File: config.mk
export PLATFORM = sky130hd
export DESIGN_NAME = mcrc_dp
export DESIGN_NICKNAME = d
export VERILOG_FILES = /design/src/sv/mcrc_pkg.sv /design/src/sv/mcrc_dp.sv
export SDC_FILE = /design/constraint.sdc
export NUM_CORES = 1
export LEC_CHECK = 0
export BUFFER_PORTS_ARGS = -buffer_cell sky130_fd_sc_hd__buf_2
export CAP_MARGIN = 30
export CELL_PAD_IN_SITES_DETAIL_PLACEMENT = 1
export CELL_PAD_IN_SITES_GLOBAL_PLACEMENT = 2
export CORE_MARGIN = 10
export CORE_UTILIZATION = 40
export CTS_CLUSTER_DIAMETER = 200
export DETAILED_ROUTE_END_ITERATION = 12
export HOLD_SLACK_MARGIN = 0.08
export PLACE_DENSITY_LB_ADDON = 0.08
export SLEW_MARGIN = 25
export SYNTH_ARGS = -nofsm -noshare
export SYNTH_HDL_FRONTEND = slang
export SYNTH_SLANG_ARGS = --single-unit
File: constraint.sdc
create_clock -name i_clk -period 9.5 [get_ports i_clk]
set_clock_uncertainty 0.05 [all_clocks]
set_input_delay 0.475 -clock i_clk [delete_from_list [all_inputs] [get_ports i_clk]]
set_output_delay 0.475 -clock i_clk [all_outputs]
set_load 0.05 [all_outputs]
File: src/sv/mcrc_pkg.sv
package mcrc_pkg;

    localparam int MAX_COIL_BYTES_DEF = 32;
    localparam int HDR_BYTES = 6;
    localparam int POS_W = 9;
    localparam int CFG_IDX_W = 3;
    localparam int CFG_DATA_W = 16;

    localparam logic [POS_W-1:0] POS_MAX = 9'd511;

    localparam logic [CFG_IDX_W-1:0] CFG_SLAVE   = 3'd0;
    localparam logic [CFG_IDX_W-1:0] CFG_KIND    = 3'd1;
    localparam logic [CFG_IDX_W-1:0] CFG_ADDRESS = 3'd2;
    localparam logic [CFG_IDX_W-1:0] CFG_COUNT   = 3'd3;
    localparam logic [CFG_IDX_W-1:0] CFG_VALUE   = 3'd4;

    localparam logic [1:0] KIND_READ   = 2'd0;
    localparam logic [1:0] KIND_SINGLE = 2'd1;
    localparam logic [1:0] KIND_MULTI  = 2'd2;

    localparam logic [7:0] FUNC_READ   = 8'h01;
    localparam logic [7:0] FUNC_SINGLE = 8'h05;
    localparam logic [7:0] FUNC_MULTI  = 8'h0F;
    localparam logic [7:0] COIL_ON     = 8'hFF;
    localparam logic [7:0] COIL_OFF    = 8'h00;

    localparam logic [3:0] ST_OK        = 4'd0;
    localparam logic [3:0] ST_LENGTH    = 4'd1;
    localparam logic [3:0] ST_SLAVE     = 4'd2;
    localparam logic [3:0] ST_FUNCTION  = 4'd3;
    localparam logic [3:0] ST_CRC       = 4'd4;
    localparam logic [3:0] ST_BYTECOUNT = 4'd5;
    localparam logic [3:0] ST_ADDRESS   = 4'd6;
    localparam logic [3:0] ST_COUNT     = 4'd7;
    localparam logic [3:0] ST_VALUE     = 4'd8;

    localparam logic ITEM_STATUS = 1'b0;
    localparam logic ITEM_COIL   = 1'b1;

    localparam logic [15:0] CRC_INIT = 16'hFFFF;
    localparam logic [15:0] CRC_POLY = 16'hA001;

    typedef struct packed {
        logic [7:0] rx_byte;
        logic       frame_end;
    } t_in_word;

    typedef struct packed {
        logic       item_kind;
        logic [3:0] status;
        logic [7:0] coil_byte;
        logic [4:0] coil_index;
        logic       last;
    } t_out_word;

    typedef struct packed {
        logic in_ready;
        logic load_stat;
        logic rd_req;
        logic load_coil;
    } t_ctrl_cmd;

    typedef struct packed {
        logic frame_done;
        logic out_free;
        logic has_coils;
        logic coil_last;
    } t_dp_stat;

    function automatic logic [15:0] crc_update(input logic [15:0] crc, input logic [7:0] b);
        logic [15:0] c;
        c = crc ^ {8'h00, b};
        for (int k = 0; k < 8; k++) begin
            if (c[0]) begin
                c = (c >> 1) ^ CRC_POLY;
            end else begin
                c = c >> 1;
            end
        end
        return c;
    endfunction

endpackage

File: src/sv/mcrc_dp.sv
module mcrc_dp #(
    parameter int MAX_COIL_BYTES = mcrc_pkg::MAX_COIL_BYTES_DEF
) (
    input  logic                                i_clk,
    input  logic                                i_rst_n,
    input  mcrc_pkg::t_ctrl_cmd                 i_cmd,
    output mcrc_pkg::t_dp_stat                  o_stat,
    input  logic                                i_in_valid,
    input  mcrc_pkg::t_in_word                  i_in_word,
    output logic                                o_out_valid,
    input  logic                                i_out_ready,
    output mcrc_pkg::t_out_word                 o_out_word,
    input  logic                                i_cfg_we,
    input  logic [mcrc_pkg::CFG_IDX_W-1:0]      i_cfg_index,
    input  logic [mcrc_pkg::CFG_DATA_W-1:0]     i_cfg_data
);
    import mcrc_pkg::*;

    localparam int AW = (MAX_COIL_BYTES > 1) ? $clog2(MAX_COIL_BYTES) : 1;
    localparam int CW = $clog2(MAX_COIL_BYTES + 1);

    // configuration
    logic [7:0]  r_exp_slave;
    logic [1:0]  r_exp_kind;
    logic [15:0] r_exp_addr;
    logic [15:0] r_exp_count;
    logic        r_exp_value;

    always_ff @(posedge i_clk) begin
        if (!i_rst_n) begin
            r_exp_slave <= 8'd1;
            r_exp_kind  <= KIND_READ;
            r_exp_addr  <= 16'd0;
            r_exp_count <= 16'd1;
            r_exp_value <= 1'b0;
        end else if (i_cfg_we) begin
            case (i_cfg_index)
                CFG_SLAVE:   r_exp_slave <= i_cfg_data[7:0];
                CFG_KIND:    r_exp_kind  <= i_cfg_data[1:0];
                CFG_ADDRESS: r_exp_addr  <= i_cfg_data;
                CFG_COUNT:   r_exp_count <= i_cfg_data;
                CFG_VALUE:   r_exp_value <= i_cfg_data[0];
                default: begin
                end
            endcase
        end
    end

    // frame state
    logic [POS_W-1:0] r_pos;
    logic [15:0]      r_crc;
    logic [7:0]       r_hdr [HDR_BYTES];
    logic             r_ovf;
    logic [7:0]       r_mem [MAX_COIL_BYTES];
    logic [7:0]       r_rd_data;
    logic [CW-1:0]    r_cnt;
    logic [CW-1:0]    r_idx;
    logic             r_out_valid;
    t_out_word        r_out;

    logic             in_fire;
    logic             out_free;
    logic [POS_W-1:0] pos_off;
    logic             mem_we;

    assign in_fire  = i_in_valid && i_cmd.in_ready;
    assign out_free = !r_out_valid || i_out_ready;
    assign pos_off  = r_pos - POS_W'(3);
    assign mem_we   = in_fire && !r_ovf && (r_pos >= POS_W'(3))
                      && (pos_off < POS_W'(MAX_COIL_BYTES));

    always_ff @(posedge i_clk) begin
        if (!i_rst_n || i_cmd.load_stat) begin
            r_pos <= '0;
            r_crc <= CRC_INIT;
            r_ovf <= 1'b0;
            for (int h = 0; h < HDR_BYTES; h++) begin
                r_hdr[h] <= 8'h00;
            end
        end else if (in_fire) begin
            r_crc <= crc_update(r_crc, i_in_word.rx_byte);
            if (!r_ovf && r_pos < POS_W'(HDR_BYTES)) begin
                r_hdr[r_pos[2:0]] <= i_in_word.rx_byte;
            end
            if (!i_in_word.frame_end) begin
                if (r_pos >= POS_MAX) begin
                    r_ovf <= 1'b1;
                end else begin
                    r_pos <= r_pos + POS_W'(1);
                end
            end
        end
    end

    always_ff @(posedge i_clk) begin
        if (mem_we) begin
            r_mem[pos_off[AW-1:0]] <= i_in_word.rx_byte;
        end
        if (i_cmd.rd_req) begin
            r_rd_data <= r_mem[r_idx[AW-1:0]];
        end
    end

    // frame checks
    logic [7:0]  bc;
    logic [15:0] hdr_addr;
    logic [15:0] hdr_cnt;
    logic        len_lt5;
    logic        len_8;
    logic        len_bc;
    logic [3:0]  chk_status;
    logic [CW-1:0] chk_cnt;

    assign bc       = r_hdr[2];
    assign hdr_addr = {r_hdr[2], r_hdr[3]};
    assign hdr_cnt  = {r_hdr[4], r_hdr[5]};
    assign len_lt5  = !r_ovf && (r_pos < POS_W'(4));
    assign len_8    = !r_ovf && (r_pos == POS_W'(7));
    assign len_bc   = !r_ovf && ({1'b0, r_pos} == ({2'b00, bc} + 10'd4));

    always_comb begin
        chk_status = ST_OK;
        chk_cnt    = '0;
        case (r_exp_kind)
            KIND_READ: begin
                if (len_lt5) chk_status = ST_LENGTH;
                else if (r_hdr[0] != r_exp_slave) chk_status = ST_SLAVE;
                else if (r_hdr[1] != FUNC_READ) chk_status = ST_FUNCTION;
                else if (r_crc != 16'd0) chk_status = ST_CRC;
                else if (bc == 8'd0 || {5'd0, bc, 3'd0} < r_exp_count)
                    chk_status = ST_BYTECOUNT;
                else if (!len_bc) chk_status = ST_LENGTH;
                else if (bc > 8'(MAX_COIL_BYTES)) chk_status = ST_BYTECOUNT;
                else chk_cnt = CW'(bc);
            end
            KIND_SINGLE: begin
                if (!len_8) chk_status = ST_LENGTH;
                else if (r_hdr[0] != r_exp_slave) chk_status = ST_SLAVE;
                else if (r_hdr[1] != FUNC_SINGLE) chk_status = ST_FUNCTION;
                else if (r_crc != 16'd0) chk_status = ST_CRC;
                else if (hdr_addr != r_exp_addr) chk_status = ST_ADDRESS;
                else if (r_hdr[4] != (r_exp_value ? COIL_ON : COIL_OFF))
                    chk_status = ST_VALUE;
            end
            KIND_MULTI: begin
                if (!len_8) chk_status = ST_LENGTH;
                else if (r_hdr[0] != r_exp_slave) chk_status = ST_SLAVE;
                else if (r_hdr[1] != FUNC_MULTI) chk_status = ST_FUNCTION;
                else if (r_crc != 16'd0) chk_status = ST_CRC;
                else if (hdr_addr != r_exp_addr) chk_status = ST_ADDRESS;
                else if (hdr_cnt != r_exp_count) chk_status = ST_COUNT;
            end
            default: begin
                chk_status = ST_FUNCTION;
            end
        endcase
    end

    // result register
    logic [7:0]    idx_ext;
    logic [CW-1:0] idx_next;

    assign idx_ext  = 8'(r_idx);
    assign idx_next = r_idx + CW'(1);

    always_ff @(posedge i_clk) begin
        if (!i_rst_n) begin
            r_out_valid <= 1'b0;
            r_cnt       <= '0;
            r_idx       <= '0;
        end else begin
            if (i_cmd.load_stat || i_cmd.load_coil) begin
                r_out_valid <= 1'b1;
            end else if (i_out_ready) begin
                r_out_valid <= 1'b0;
            end
            if (i_cmd.load_stat) begin
                r_cnt <= chk_cnt;
                r_idx <= '0;
            end else if (i_cmd.load_coil) begin
                r_idx <= idx_next;
            end
        end
    end

    always_ff @(posedge i_clk) begin
        if (i_cmd.load_stat) begin
            r_out.item_kind  <= ITEM_STATUS;
            r_out.status     <= chk_status;
            r_out.coil_byte  <= 8'h00;
            r_out.coil_index <= 5'd0;
            r_out.last       <= (chk_cnt == '0);
        end else if (i_cmd.load_coil) begin
            r_out.item_kind  <= ITEM_COIL;
            r_out.status     <= ST_OK;
            r_out.coil_byte  <= r_rd_data;
            r_out.coil_index <= idx_ext[4:0];
            r_out.last       <= (idx_next == r_cnt);
        end
    end

    assign o_out_valid = r_out_valid;
    assign o_out_word  = r_out;

    assign o_stat.frame_done = in_fire && i_in_word.frame_end;
    assign o_stat.out_free   = out_free;
    assign o_stat.has_coils  = (chk_cnt != '0);
    assign o_stat.coil_last  = (idx_next == r_cnt);

    a_ovf_pos: assert property (@(posedge i_clk) disable iff (!i_rst_n)
        r_ovf |-> (r_pos == POS_MAX))
        else $error("overflow set below last position");

    a_idx_bound: assert property (@(posedge i_clk) disable iff (!i_rst_n)
        r_idx <= r_cnt)
        else $error("coil index past coil count");

    a_coil_ok: assert property (@(posedge i_clk) disable iff (!i_rst_n)
        (r_out_valid && r_out.item_kind == ITEM_COIL) |-> (r_out.status == ST_OK))
        else $error("coil word carries a status");

    a_stat_last: assert property (@(posedge i_clk) disable iff (!i_rst_n)
        i_cmd.load_stat |=> (r_out.last == (r_cnt == '0)))
        else $error("status last flag disagrees with coil count");

endmodule

-- After elaboration in Yosys (flattened, before gate mapping)
Memory sizes are Yosys's and may differ from the RTL's. A register that Yosys moved wholly into a read port is not among the register bits.
Index checks and enable logic that the tools add are counted.
- $add $sub $neg: 4
- order comparisons: 7
- eq/ne operators: 16
- muxes and demuxes: 66
- bitwise logic cells: 12
- reductions and logical operators: 33
- operators with widths (operator ; count):
    $mux 16 ; 22
    $mux 6 ; 8
    $mux 3 ; 14
    $mux 18 ; 2
    $ne 16x16->1 ; 2
    $mux 4 ; 6
    $not 2->3 ; 8
    $lt 9x3->1 const B ; 2
    $lt 11x16->1 ; 1
    $mux 8 ; 2
    $ne 8x8->1 ; 2
    $reduce_bool 16->1 ; 1
    $xor 16x8->16 ; 1
    $pmux 4 s3 ; 1
    $mux 1 ; 11
    $reduce_and 2->1 ; 5
    $add 8x3->9 const B ; 1
    $add 9x1->9 const B ; 1
    $eq 9x3->1 const B ; 1
    $eq 9x9->1 ; 1
    $ge 9x2->1 const B ; 1
    $ge 9x9->1 const B ; 1
    $logic_and 1x1->1 ; 9
    $lt 9x6->1 const B ; 1
    other kinds (24) ; 34
- register bits after elaboration: 101
- bits in writable memories: 304
- input port bits: 37
- output and inout bits: 24
- memories kept: 2
- memories (name ; depth ; bits a word ; rd ports ; clocked after Yosys merged registers in ; wr ports ; line ; RTL):
    r_mem ; 32 ; 8 ; 1 ; 1 ; 1 ; mcrc_dp.sv:54 ; logic [7:0] r_mem [MAX_COIL_BYTES];
    r_hdr ; 6 ; 8 ; 6 ; 0 ; 6 ; mcrc_dp.sv:52 ; logic [7:0] r_hdr [HDR_BYTES];

-- Depth between registers and ports, before layout
Gate-level depths: netlist (run 1).
- depth in word-level cells: 31
- gate-level depth with buffers: 11
- mapped depth without buffers: 9

-- Least setup slack after synthesis (run 1)
OpenSTA, ideal clock, no wires.
- kind: register to output
- start point: register r_idx[1]
- end point: output port o_stat[0] (netlist bit)
- arrival time: 3.795 ns
- path slack: 5.180 ns
- stages on the path, launching flop included: 7
- path through: dfxtp_1 > clkbuf_1 > clkbuf_1 > and3_1 > nand3_1 > xnor2_1 > a2111oi_0
- RTL lines (element ; line ; RTL):
    start: declaration ; mcrc_dp.sv:57 ; logic [CW-1:0] r_idx;
    start signal: assignment ; mcrc_dp.sv:181 ; r_idx <= idx_next;
    end: declaration ; mcrc_dp.sv:7 ; output mcrc_pkg::t_dp_stat o_stat,

==> results_dict.tcl, run 1 <==
set metrics [dict create \
    status "finished, final reports clean" \
    cts.clk_slew.worst_paths_ns 0.06 \
    cts_tree "built" \
    ys_seq_area_share_pct 65.71 \
    synth_xor_xnor_area_share_pct 4.728 \
    fin_setup_tns_ns 0 \
    required_ns 8.98 \
    rows 76 \
    drive_gt1_share_pct 20.01 \
    async_flop_share_pct 0 \
    clock_latency_ns 0.58 \
    cp_max_fo 8 \
    crit_arrival_ns 3.40 \
    p_sw_share_pct 21.45 \
    die_w_um 228.6 \
    antenna_found_initial 4 \
    synth_area_um2 17410 \
    fin_crit_sh_pct 41.35 \
    clockBufferDepth 3 \
    slowest_stage "edfxtp_1" \
    place.gp.congestion 0.8022 \
    fin_area_um2 20130 \
    grt_max_degree 44 \
    finalHoldViolations 0 \
    ant_nets 0 \
    drc 0 \
    fin_crit_ns 3.928 \
    track_usage_pct 18.61 \
    place_area_um2 18400 \
    rsz0062_at_grt "false" \
    crit_type "flop to output port" \
    drtIter0Drc 824 \
    pwr-share-clk_pct 47.4 \
    cts_buffers 45 \
    vias 10430 \
    post_cts_buffers 0 \
    cap_violations 0 \
    final_max_slew_viol_count 0 \
    setup_violations 0 \
    numClockSinks 413 \
    synth_nets 1286 \
    grt_overflow_total 0 \
    grt_pass1_wl_mm 72.97 \
    slew_headroom_pct 38.00 \
    synth.area.top_cells "edfxtp_1, dfxtp_1, mux4_2, xnor2_1, nand2_1" \
    synth-compound-area-share_pct 4.074 \
    comb_power_share_pct 4.7 \
    power_density_nw_per_um2 206.8 \
    synth_edf_count 317 \
    dp_hpwl_mm 33.84 \
    hp-class "primary input to flop" \
    fmax_mhz 254.6 \
    clock-root-buffer "clkbuf_16" \
    drt-vias-per-instance 5.419 \
    synth_flop_cell "edfxtp_1" \
    ios 61 \
    synth_fa_ha_area_share_pct 1.150 \
    synth_seq_cells 413 \
    yosysWarnings 0 \
    first_pass_iters 5 \
    h-tree-depth 2 \
    worst_slew_pin_slew_ns 0.9266 \
    p_int_mw 3.271 \
    holdWs_ns 0.1070 \
    syn_inst 1233 \
    core_area_um2 43080 \
    yosys.area.top_type "edfxtp_1" \
    startpoint_type "flop" \
    p_sw_mw 0.8930 \
    start_util_pct 40.42 \
    synth_top_family_by_area "multiplexers" \
    ys_types 63 \
    wl_per_cell_um 25.33 \
    synthSimpleGateAreaFrac_pct 10.34 \
    dieArea_um2 52270 \
    mostFrequentLayoutCells "edfxtp_1, nand2_1, nor2_1" \
    slowest_delay_ns 0.53 \
    avgSynthCellArea_um2 14.12 \
    dp.cells 1837 \
    synth_top_area_share_pct 54.67 \
    portBuffers 60 \
    crit_path_cell_trace "inv_1, ha_1, nor4b_1, xor2_1, or3_1, or3_4, nor4_1, buf_2" \
    die_h_um 228.6 \
    critPathCaptureType "output port" \
    area_delta_synth_final_pct 15.62 \
    vdd.ir_drop.worst_uv 115.7 \
    finish.net_count 1356 \
    wl_mm 48.75 \
    final_util_pct 46.73 \
    pwr-share-seq_pct 47.8 \
    cellLeakagePower_nw 6.739 \
    final_cells 1925 \
    synthMuxAreaShare_pct 11.90 \
    grt_pass1_vias 10840 \
    layout_commonest_cell "edfxtp_1" \
]
## worst paths after layout
check	start	endpoint	slack [ns]	cells after the start
setup / recovery	r_hdr[2][2]$_SDFFCE_PN0P_	o_stat[1]	5.57	8
hold / removal	i_cfg_data[8]	r_exp_count[8]$_SDFFE_PN0P_	0.11	3
setup reg to reg	r_pos[1]$_SDFFE_PP0P_	r_mem[25][6]$_DFFE_PP_	5.84	7
hold reg to reg	r_exp_addr[7]$_SDFFE_PN0P_	r_exp_addr[7]$_SDFFE_PN0P_	0.42	2
## power groups by stage
stage | sequential (mW) | combinational (mW) | clock [mW]
final | 1.99 | 0.197 | 1.98
after global routing | 1.99 | 0.216 | 2.09
after CTS | 1.99 | 0.199 | 2.02
after detailed placement | 2.03 | 0.198 | 0
after global placement | 2.03 | 0.196 | 0
after floorplan | 2.03 | 0.117 | 0
## synth_stat cells, types with 4 or more instances
| master | count |
|---|---|
| nand4_1 | 13 |
| nor4_1 | 15 |
| o21ai_0 | 14 |
| nor2_1 | 120 |
| nand2b_1 | 4 |
| a22o_1 | 6 |
| mux4_2 | 80 |
| inv_1 | 26 |
| dfxtp_1 | 96 |
| buf_1 | 8 |
| nand2_1 | 151 |
| nor3_1 | 18 |
| buf_2 | 7 |
| clkbuf_1 | 50 |
| xnor2_1 | 68 |
| mux2_2 | 8 |
| and3_1 | 6 |
| nand3_1 | 35 |
| ha_1 | 16 |
| mux2i_1 | 18 |
| o211ai_1 | 9 |
| edfxtp_1 | 317 |
| a31oi_1 | 4 |
| xor2_1 | 26 |
| and2_1 | 6 |
| or3_1 | 5 |
| a21oi_1 | 55 |
## worst max-delay path, delay by kind of cell, from the launching register on
kind / cells / cell delay [ns]
flops: 1 / 0.53
xor+xnor: 1 / 0.11
fa+ha+maj: 1 / 0.14
simple gates: 4 / 1.57
buf+inv: 2 / 0.48
## state kept, by name, indices dropped and copies added (netlist names)
signal,count
o_out_valid,1
o_out_word,19
r_cnt,6
r_crc,16
r_exp_addr,16
r_exp_count,16
r_exp_kind,2
r_exp_slave,8
r_exp_value,1
r_hdr,48
r_idx,6
r_mem,256
r_ovf,1
r_pos,9
r_rd_data,8
## routing by layer
layer | routed length, um | track usage (%) | up-vias | part of all wire [%]
met5 | 20 | 0 | - | 0.041
met4 | 1321 | 5.686 | 4 | 2.7
met3 | 2601 | 4.331 | 62 | 5.3
met2 | 22320 | 28.59 | 214 | 46
met1 | 22490 | 25.72 | 5413 | 46
li1 | - | - | 4738 | -
## what timing repair did
item / CTS / global route
hold buffers: 1 / 0
setup endpoints to repair: 0 / 0
gates resized for setup: 0 / 0
endpoints found under the hold margin: 2 / 0
## kinds of logic after synthesis
kind of cell | count (synthesis)
buffers and inverters | 94
AND/OR/NAND/NOR | 395
adder cells (fa/ha/maj) | 16
AO/OA/AOI/OAI | 115
XOR/XNOR | 94
multiplexers | 106
flip-flops | 413
## area by class of cell
cell class	instances	area, um^2
diodes	1	2.502
clock buffers	47	1144
clock inverters	36	531.8
fillers	4331	22950
inverters	28	105.1
multi-input cells	726	5629
flip-flops and latches	413	11450
well taps	585	732.0
repair buffers	89	540.5
## stage by stage
step / power [mW] / setup WS, ns
finish: 4.164 / 5.572
floorplan: 2.144 / 5.180
global route: 4.300 / 5.291
global placement: 2.227 / 5.685
detailed placement: 2.230 / 5.754
CTS: 4.213 / 5.542
No activity file was read; power rests on OpenSTA's default activity.
==> run 2: changes to the inputs <==
==> constraint.sdc (replaced) <==
create_clock -name i_clk -period 3.2 [get_ports i_clk]
set_clock_uncertainty 0.05 [all_clocks]
set_input_delay 0.16 -clock i_clk [delete_from_list [all_inputs] [get_ports i_clk]]
set_output_delay 0.16 -clock i_clk [all_outputs]
set_load 0.05 [all_outputs]
==> run 2 against run 1 <==
Against the previous run: flip-flop and latch count did not move; cell count is 4.2% higher; sequential share of layout area decreased by 1.3 points; highest routed layer is now met4; critical path depth is 1 lower.
==> results_dict.tcl, run 2 (same netlist as run 1, synthesis figures left out) <==
set metrics [dict create \
    post_cts_buffers 0 \
    ant_nets 0 \
    cts.clk_slew.worst_paths_ns 0.06 \
    status "finished, final reports clean" \
    antenna_found_initial 3 \
    grt_pass1_vias 11150 \
    worst_slew_pin_slew_ns 0.8022 \
    layout_commonest_cell "edfxtp_1" \
    wl_per_cell_um 24.20 \
    hp-class "primary input to flop" \
    track_usage_pct 18.47 \
    h-tree-depth 2 \
    die_h_um 228.6 \
    grt_max_degree 44 \
    crit_type "flop to output port" \
    slew_headroom_pct 46.52 \
    startpoint_type "flop" \
    portBuffers 60 \
    place_area_um2 18900 \
    area_delta_synth_final_pct 18.38 \
    numClockSinks 413 \
    cap_violations 0 \
    die_w_um 228.6 \
    rows 76 \
    clockBufferDepth 3 \
    r2r_end "r_mem[23][4]$_DFFE_PP_" \
    layout_setup_ws_ns 0.1958 \
    drt-vias-per-instance 5.272 \
    required_ns 2.99 \
    fin_crit_ns 3.004 \
    hp-start "i_cmd[0]" \
    clock_latency_ns 0.58 \
    rr_startpoint "r_pos[1]$_SDFFE_PP0P_" \
    drc 0 \
    drive_gt1_share_pct 21.76 \
    place_ws_ns 0.4119 \
    vdd.ir_drop.worst_uv 368.0 \
    cp_max_fo 3 \
    p_total_mw 11.56 \
    power_density_nw_per_um2 561.0 \
    grt_pass1_wl_mm 73.17 \
    r2r_cells 9 \
    start_util_pct 40.42 \
    antennaDiodeCount 0 \
    core_area_um2 43080 \
    place.gp.congestion 0.8051 \
    cellLeakagePower_nw 7.029 \
    reg2reg_slack_ns 0.37 \
    dp.cells 1894 \
    finish.net_count 1437 \
    wl_mm 48.52 \
    setup_violations 0 \
    mostFrequentLayoutCells "edfxtp_1, nand2_1, nor2_1" \
    fin_area_um2 20610 \
    cts_buffers 45 \
    drtIter0Drc 704 \
    vias 10570 \
    finalHoldViolations 0 \
    first_pass_iters 5 \
    dieArea_um2 52270 \
    dp_hpwl_mm 34.27 \
    grt_overflow_total 0 \
    fmax_mhz 332.9 \
    rsz0062_at_grt "false" \
    fin_crit_sh_pct 93.88 \
    largest_reg_flops 256 \
    final_cells 2005 \
    clock-root-buffer "clkbuf_16" \
    ios 61 \
    critPathCaptureType "output port" \
    hold_depth 3 \
    hold_end "o_out_word[18]$_SDFFE_PP0P_" \
    fin_setup_tns_ns 0 \
    cts_tree "built" \
    final_max_slew_viol_count 0 \
    fillers 4353 \
    crit_arrival_ns 2.79 \
]
-- run 2: what timing repair did --
item | CTS | global route
endpoints found under the setup margin | 1 | 1
gates resized for setup | 1 | 3
pin swaps | 0 | 1
endpoints found under the hold margin | 79 | 0
hold buffers | 28 | 0
-- run 2: cell type report --
cell class	instances	area [um^2]	area share, %
repair buffers	170	1265	6.137
well taps	585	732.0	3.551
inverters	28	105.1	0.5099
clock buffers	57	1192	5.785
clock inverters	26	230.2	1.117
flip-flops and latches	413	11450	55.53
multi-input cells	726	5642	27.37
-- run 2: critical path, stage by stage (launching register included) --
cell      delay (ns)
edfxtp_1        0.52
ha_1            0.36
nand3_1         0.11
o221ai_1        0.20
a22oi_1         0.20
or3_4           0.45
nor4_4          0.19
buf_6           0.21
-- run 2: metrics by stage --
step | hold WS, ns | util (%)
2_1_floorplan | 0.1818 | -
3_3_place_gp | 0.3724 | 43.87
3_5_place_dp | 0.3801 | 43.87
4_1_cts | 0.1019 | 47.84
5_1_grt | 0.1367 | 47.85
6_report | 0.1166 | 47.85
-- run 2: how the worst max path moves through the flow --
| stage | from | endpoint | slack (ns) | depth (start not counted) |
|---|---|---|---|---|
| detailed placement | r_pos[0]$_SDFFE_PP0P_ | r_pos[7]$_SDFFE_PP0P_ | 0.41 | 9 |
| global route | r_hdr[2][2]$_SDFFCE_PN0P_ | o_stat[1] | 0.01 | 8 |
| global placement | r_pos[1]$_SDFFE_PP0P_ | r_mem[23][2]$_DFFE_PP_ | 0.47 | 9 |
| finish | r_hdr[2][7]$_SDFFCE_PN0P_ | o_stat[1] | 0.20 | 7 |
| floorplan | r_pos[0]$_SDFFE_PP0P_ | r_mem[0][0]$_DFFE_PP_ | 0.15 | 8 |
| CTS | r_hdr[2][7]$_SDFFCE_PN0P_ | o_stat[1] | 0.0002 | 7 |
-- run 2: routing by layer --
metal / part of all wire (%) / GRT usage [%]
met5: 0 / 0
met3: 4.6 / 3.376
met4: 1.8 / 4.541
met1: 45 / 24.78
met2: 49 / 30.46
-- run 2: power by group --
| part | switching (mW) | internal, mW | total (mW) |
|---|---|---|---|
| logic | 0.407 | 0.256 | 0.663 |
| registers | 0.0553 | 5.83 | 5.88 |
| clock network | 2.12 | 2.89 | 5.02 |
==> run 3: changes to the inputs <==
--- a/config.mk
+++ b/config.mk
@@ -9,7 +9,7 @@
 export CAP_MARGIN = 30
 export CELL_PAD_IN_SITES_DETAIL_PLACEMENT = 1
 export CELL_PAD_IN_SITES_GLOBAL_PLACEMENT = 2
-export CORE_MARGIN = 10
+export CORE_MARGIN = 4
 export CORE_UTILIZATION = 40
 export CTS_CLUSTER_DIAMETER = 200
 export DETAILED_ROUTE_END_ITERATION = 12
==> constraint.sdc (replaced) <==
create_clock -name i_clk -period 3.3 [get_ports i_clk]
set_clock_uncertainty 0.05 [all_clocks]
set_input_delay 0.165 -clock i_clk [delete_from_list [all_inputs] [get_ports i_clk]]
set_output_delay 0.165 -clock i_clk [all_outputs]
set_load 0.05 [all_outputs]
==> run 3 against run 2 <==
Against the previous run: via count grew 0.28%; utilization grew 0.28 points; largest cell class unchanged; critical path depth grew 1; setup slack gained 0.016 ns; register-to-register slack gained 0.06 ns; combinational power shrank 3%; flip-flop and latch count is the same; clock power grew 6.6%; count of clock-buffer cells in the layout grew 3; sequential share of layout area shrank 0.33 points; sequential power shrank 3%; design area grew 0.59%.
==> results_dict.tcl, run 3 (same netlist as run 1, synthesis figures left out) <==
set metrics [dict create \
    status "finished, final reports clean" \
    p_int_mw 9.173 \
    crit_arrival_ns 2.87 \
    p_total_mw 11.70 \
    clock_latency_ns 0.58 \
    largest_reg_flops 256 \
    finalHoldViolations 0 \
    numClockSinks 413 \
    rsz0062_at_grt "false" \
    drt-vias-per-instance 5.282 \
    antennaDiodeCount 0 \
    hp-class "primary input to flop" \
    pwr-share-clk_pct 45.7 \
    crit_path_cell_trace "buf_4, ha_1, nand3_1, nor4_2, a22oi_1, or3_4, nor4_4, buf_6" \
    track_usage_pct 20.82 \
    fin_setup_tns_ns 0 \
    wl_per_cell_um 24.14 \
    fmax_mhz 323.9 \
    drc 0 \
    cts_buffers 46 \
    die_h_um 216.6 \
    power_density_nw_per_um2 564.2 \
    cts.clk_slew.worst_paths_ns 0.06 \
    fillers 4311 \
    die_w_um 216.6 \
    crit_buf_inv 2 \
    wl_mm 48.45 \
    slowest_delay_ns 0.43 \
    grt_max_degree 68 \
    drtIter0Drc 663 \
    fin_crit_ns 3.088 \
    clock-root-buffer "clkbuf_16" \
    setup_violations 0 \
    grt_overflow_total 0 \
    mostFrequentLayoutCells "edfxtp_1, nand2_1, nor2_1" \
    finish.net_count 1437 \
    crit_family "simple AND/OR/NAND/NOR gates" \
    ant_nets 0 \
    place_area_um2 18850 \
    start_util_pct 40.42 \
    worst_slew_pin_slew_ns 0.7951 \
    fin_crit_sh_pct 93.57 \
    required_ns 3.08 \
    portBuffers 60 \
    place.gp.congestion 0.7795 \
    slowest_stage "edfxtp_1" \
    vdd.ir_drop.worst_uv 390.2 \
    grt_pass1_wl_mm 72.91 \
    cp_max_fo 6 \
    grt_pass1_vias 11080 \
    dp_hpwl_mm 33.84 \
    h-tree-depth 2 \
    clockBufferDepth 3 \
    p_sw_mw 2.525 \
    crit_type "flop to output port" \
    startpoint_type "flop" \
    p_sw_share_pct 21.59 \
    area_delta_synth_final_pct 19.09 \
    comb_power_share_pct 5.5 \
    rows 76 \
    final_max_slew_viol_count 0 \
    cap_violations 0 \
    drive_gt1_share_pct 21.87 \
    antenna_found_initial 0 \
    ios 61 \
    core_area_um2 43080 \
    holdWs_ns 0.1097 \
    critPathCaptureType "output port" \
    pwr-share-seq_pct 48.8 \
    first_pass_iters 5 \
    final_cells 2007 \
    layout_commonest_cell "edfxtp_1" \
    dp.cells 1891 \
    vias 10600 \
    dieArea_um2 46930 \
    cellLeakagePower_nw 7.088 \
    fin_area_um2 20730 \
    slew_headroom_pct 46.99 \
    cts_tree "built" \
]
## run 3: area by class of cell
| class | instances | area, um^2 | area share [%] |
|---|---|---|---|
| well taps | 585 | 732.0 | 3.530 |
| clock buffers | 60 | 1235 | 5.956 |
| clock inverters | 26 | 342.8 | 1.653 |
| multi-input cells | 726 | 5642 | 27.21 |
| inverters | 28 | 105.1 | 0.5069 |
| flip-flops and latches | 413 | 11450 | 55.20 |
| repair buffers | 169 | 1232 | 5.944 |
## run 3: what timing repair did
action                                  in CTS  in global routing
hold endpoints to repair                    80                  0
hold buffers                                28                  0
resized for setup                            1                  3
setup buffers                                0                  2
endpoints found under the setup margin       1                  1
## run 3: metal layers
layer | up-vias | GRT usage (%) | wire, um
met5 | - | 0 | 0
met4 | 0 | 3.904 | 672
met3 | 45 | 3.309 | 2018
met2 | 177 | 33.81 | 23370
met1 | 5488 | 30.21 | 22380
li1 | 4890 | - | -
## run 3: per-stage QoR
stage | util [%] | setup WS, ns
2_1_floorplan | - | 0.2467
3_3_place_gp | 43.76 | 0.4758
3_5_place_dp | 43.76 | 0.3998
4_1_cts | 48.09 | 0.04897
5_1_grt | 48.14 | 0.01350
6_report | 48.14 | 0.2122
## run 3: worst paths after layout
path | start | end | slack [ns] | cells after the start
worst max register to register | r_pos[0]$_SDFFE_PP0P_ | r_mem[4][2]$_DFFE_PP_ | 0.43 | 9
worst max-delay path | r_hdr[2][7]$_SDFFCE_PN0P_ | o_stat[1] | 0.21 | 8
worst min-delay path | i_cmd[0] | o_out_word[18]$_SDFFE_PP0P_ | 0.11 | 3
worst min register to register | r_exp_addr[2]$_SDFFE_PN0P_ | r_exp_addr[2]$_SDFFE_PN0P_ | 0.42 | 2
## run 3: power groups by stage
stage	logic, mW	registers (mW)	clock network, mW
floorplan	0.338	5.83	0
global placement	0.615	5.82	0
detailed placement	0.623	5.82	0
CTS	0.654	5.71	5.49
global route	0.701	5.71	5.73
finish	0.645	5.71	5.35
## run 3: tightest hold or removal path, cell delays in order
cell and delay (ns):
buf_2 0.29, nor2_1 0.18, nor2_1 0.04
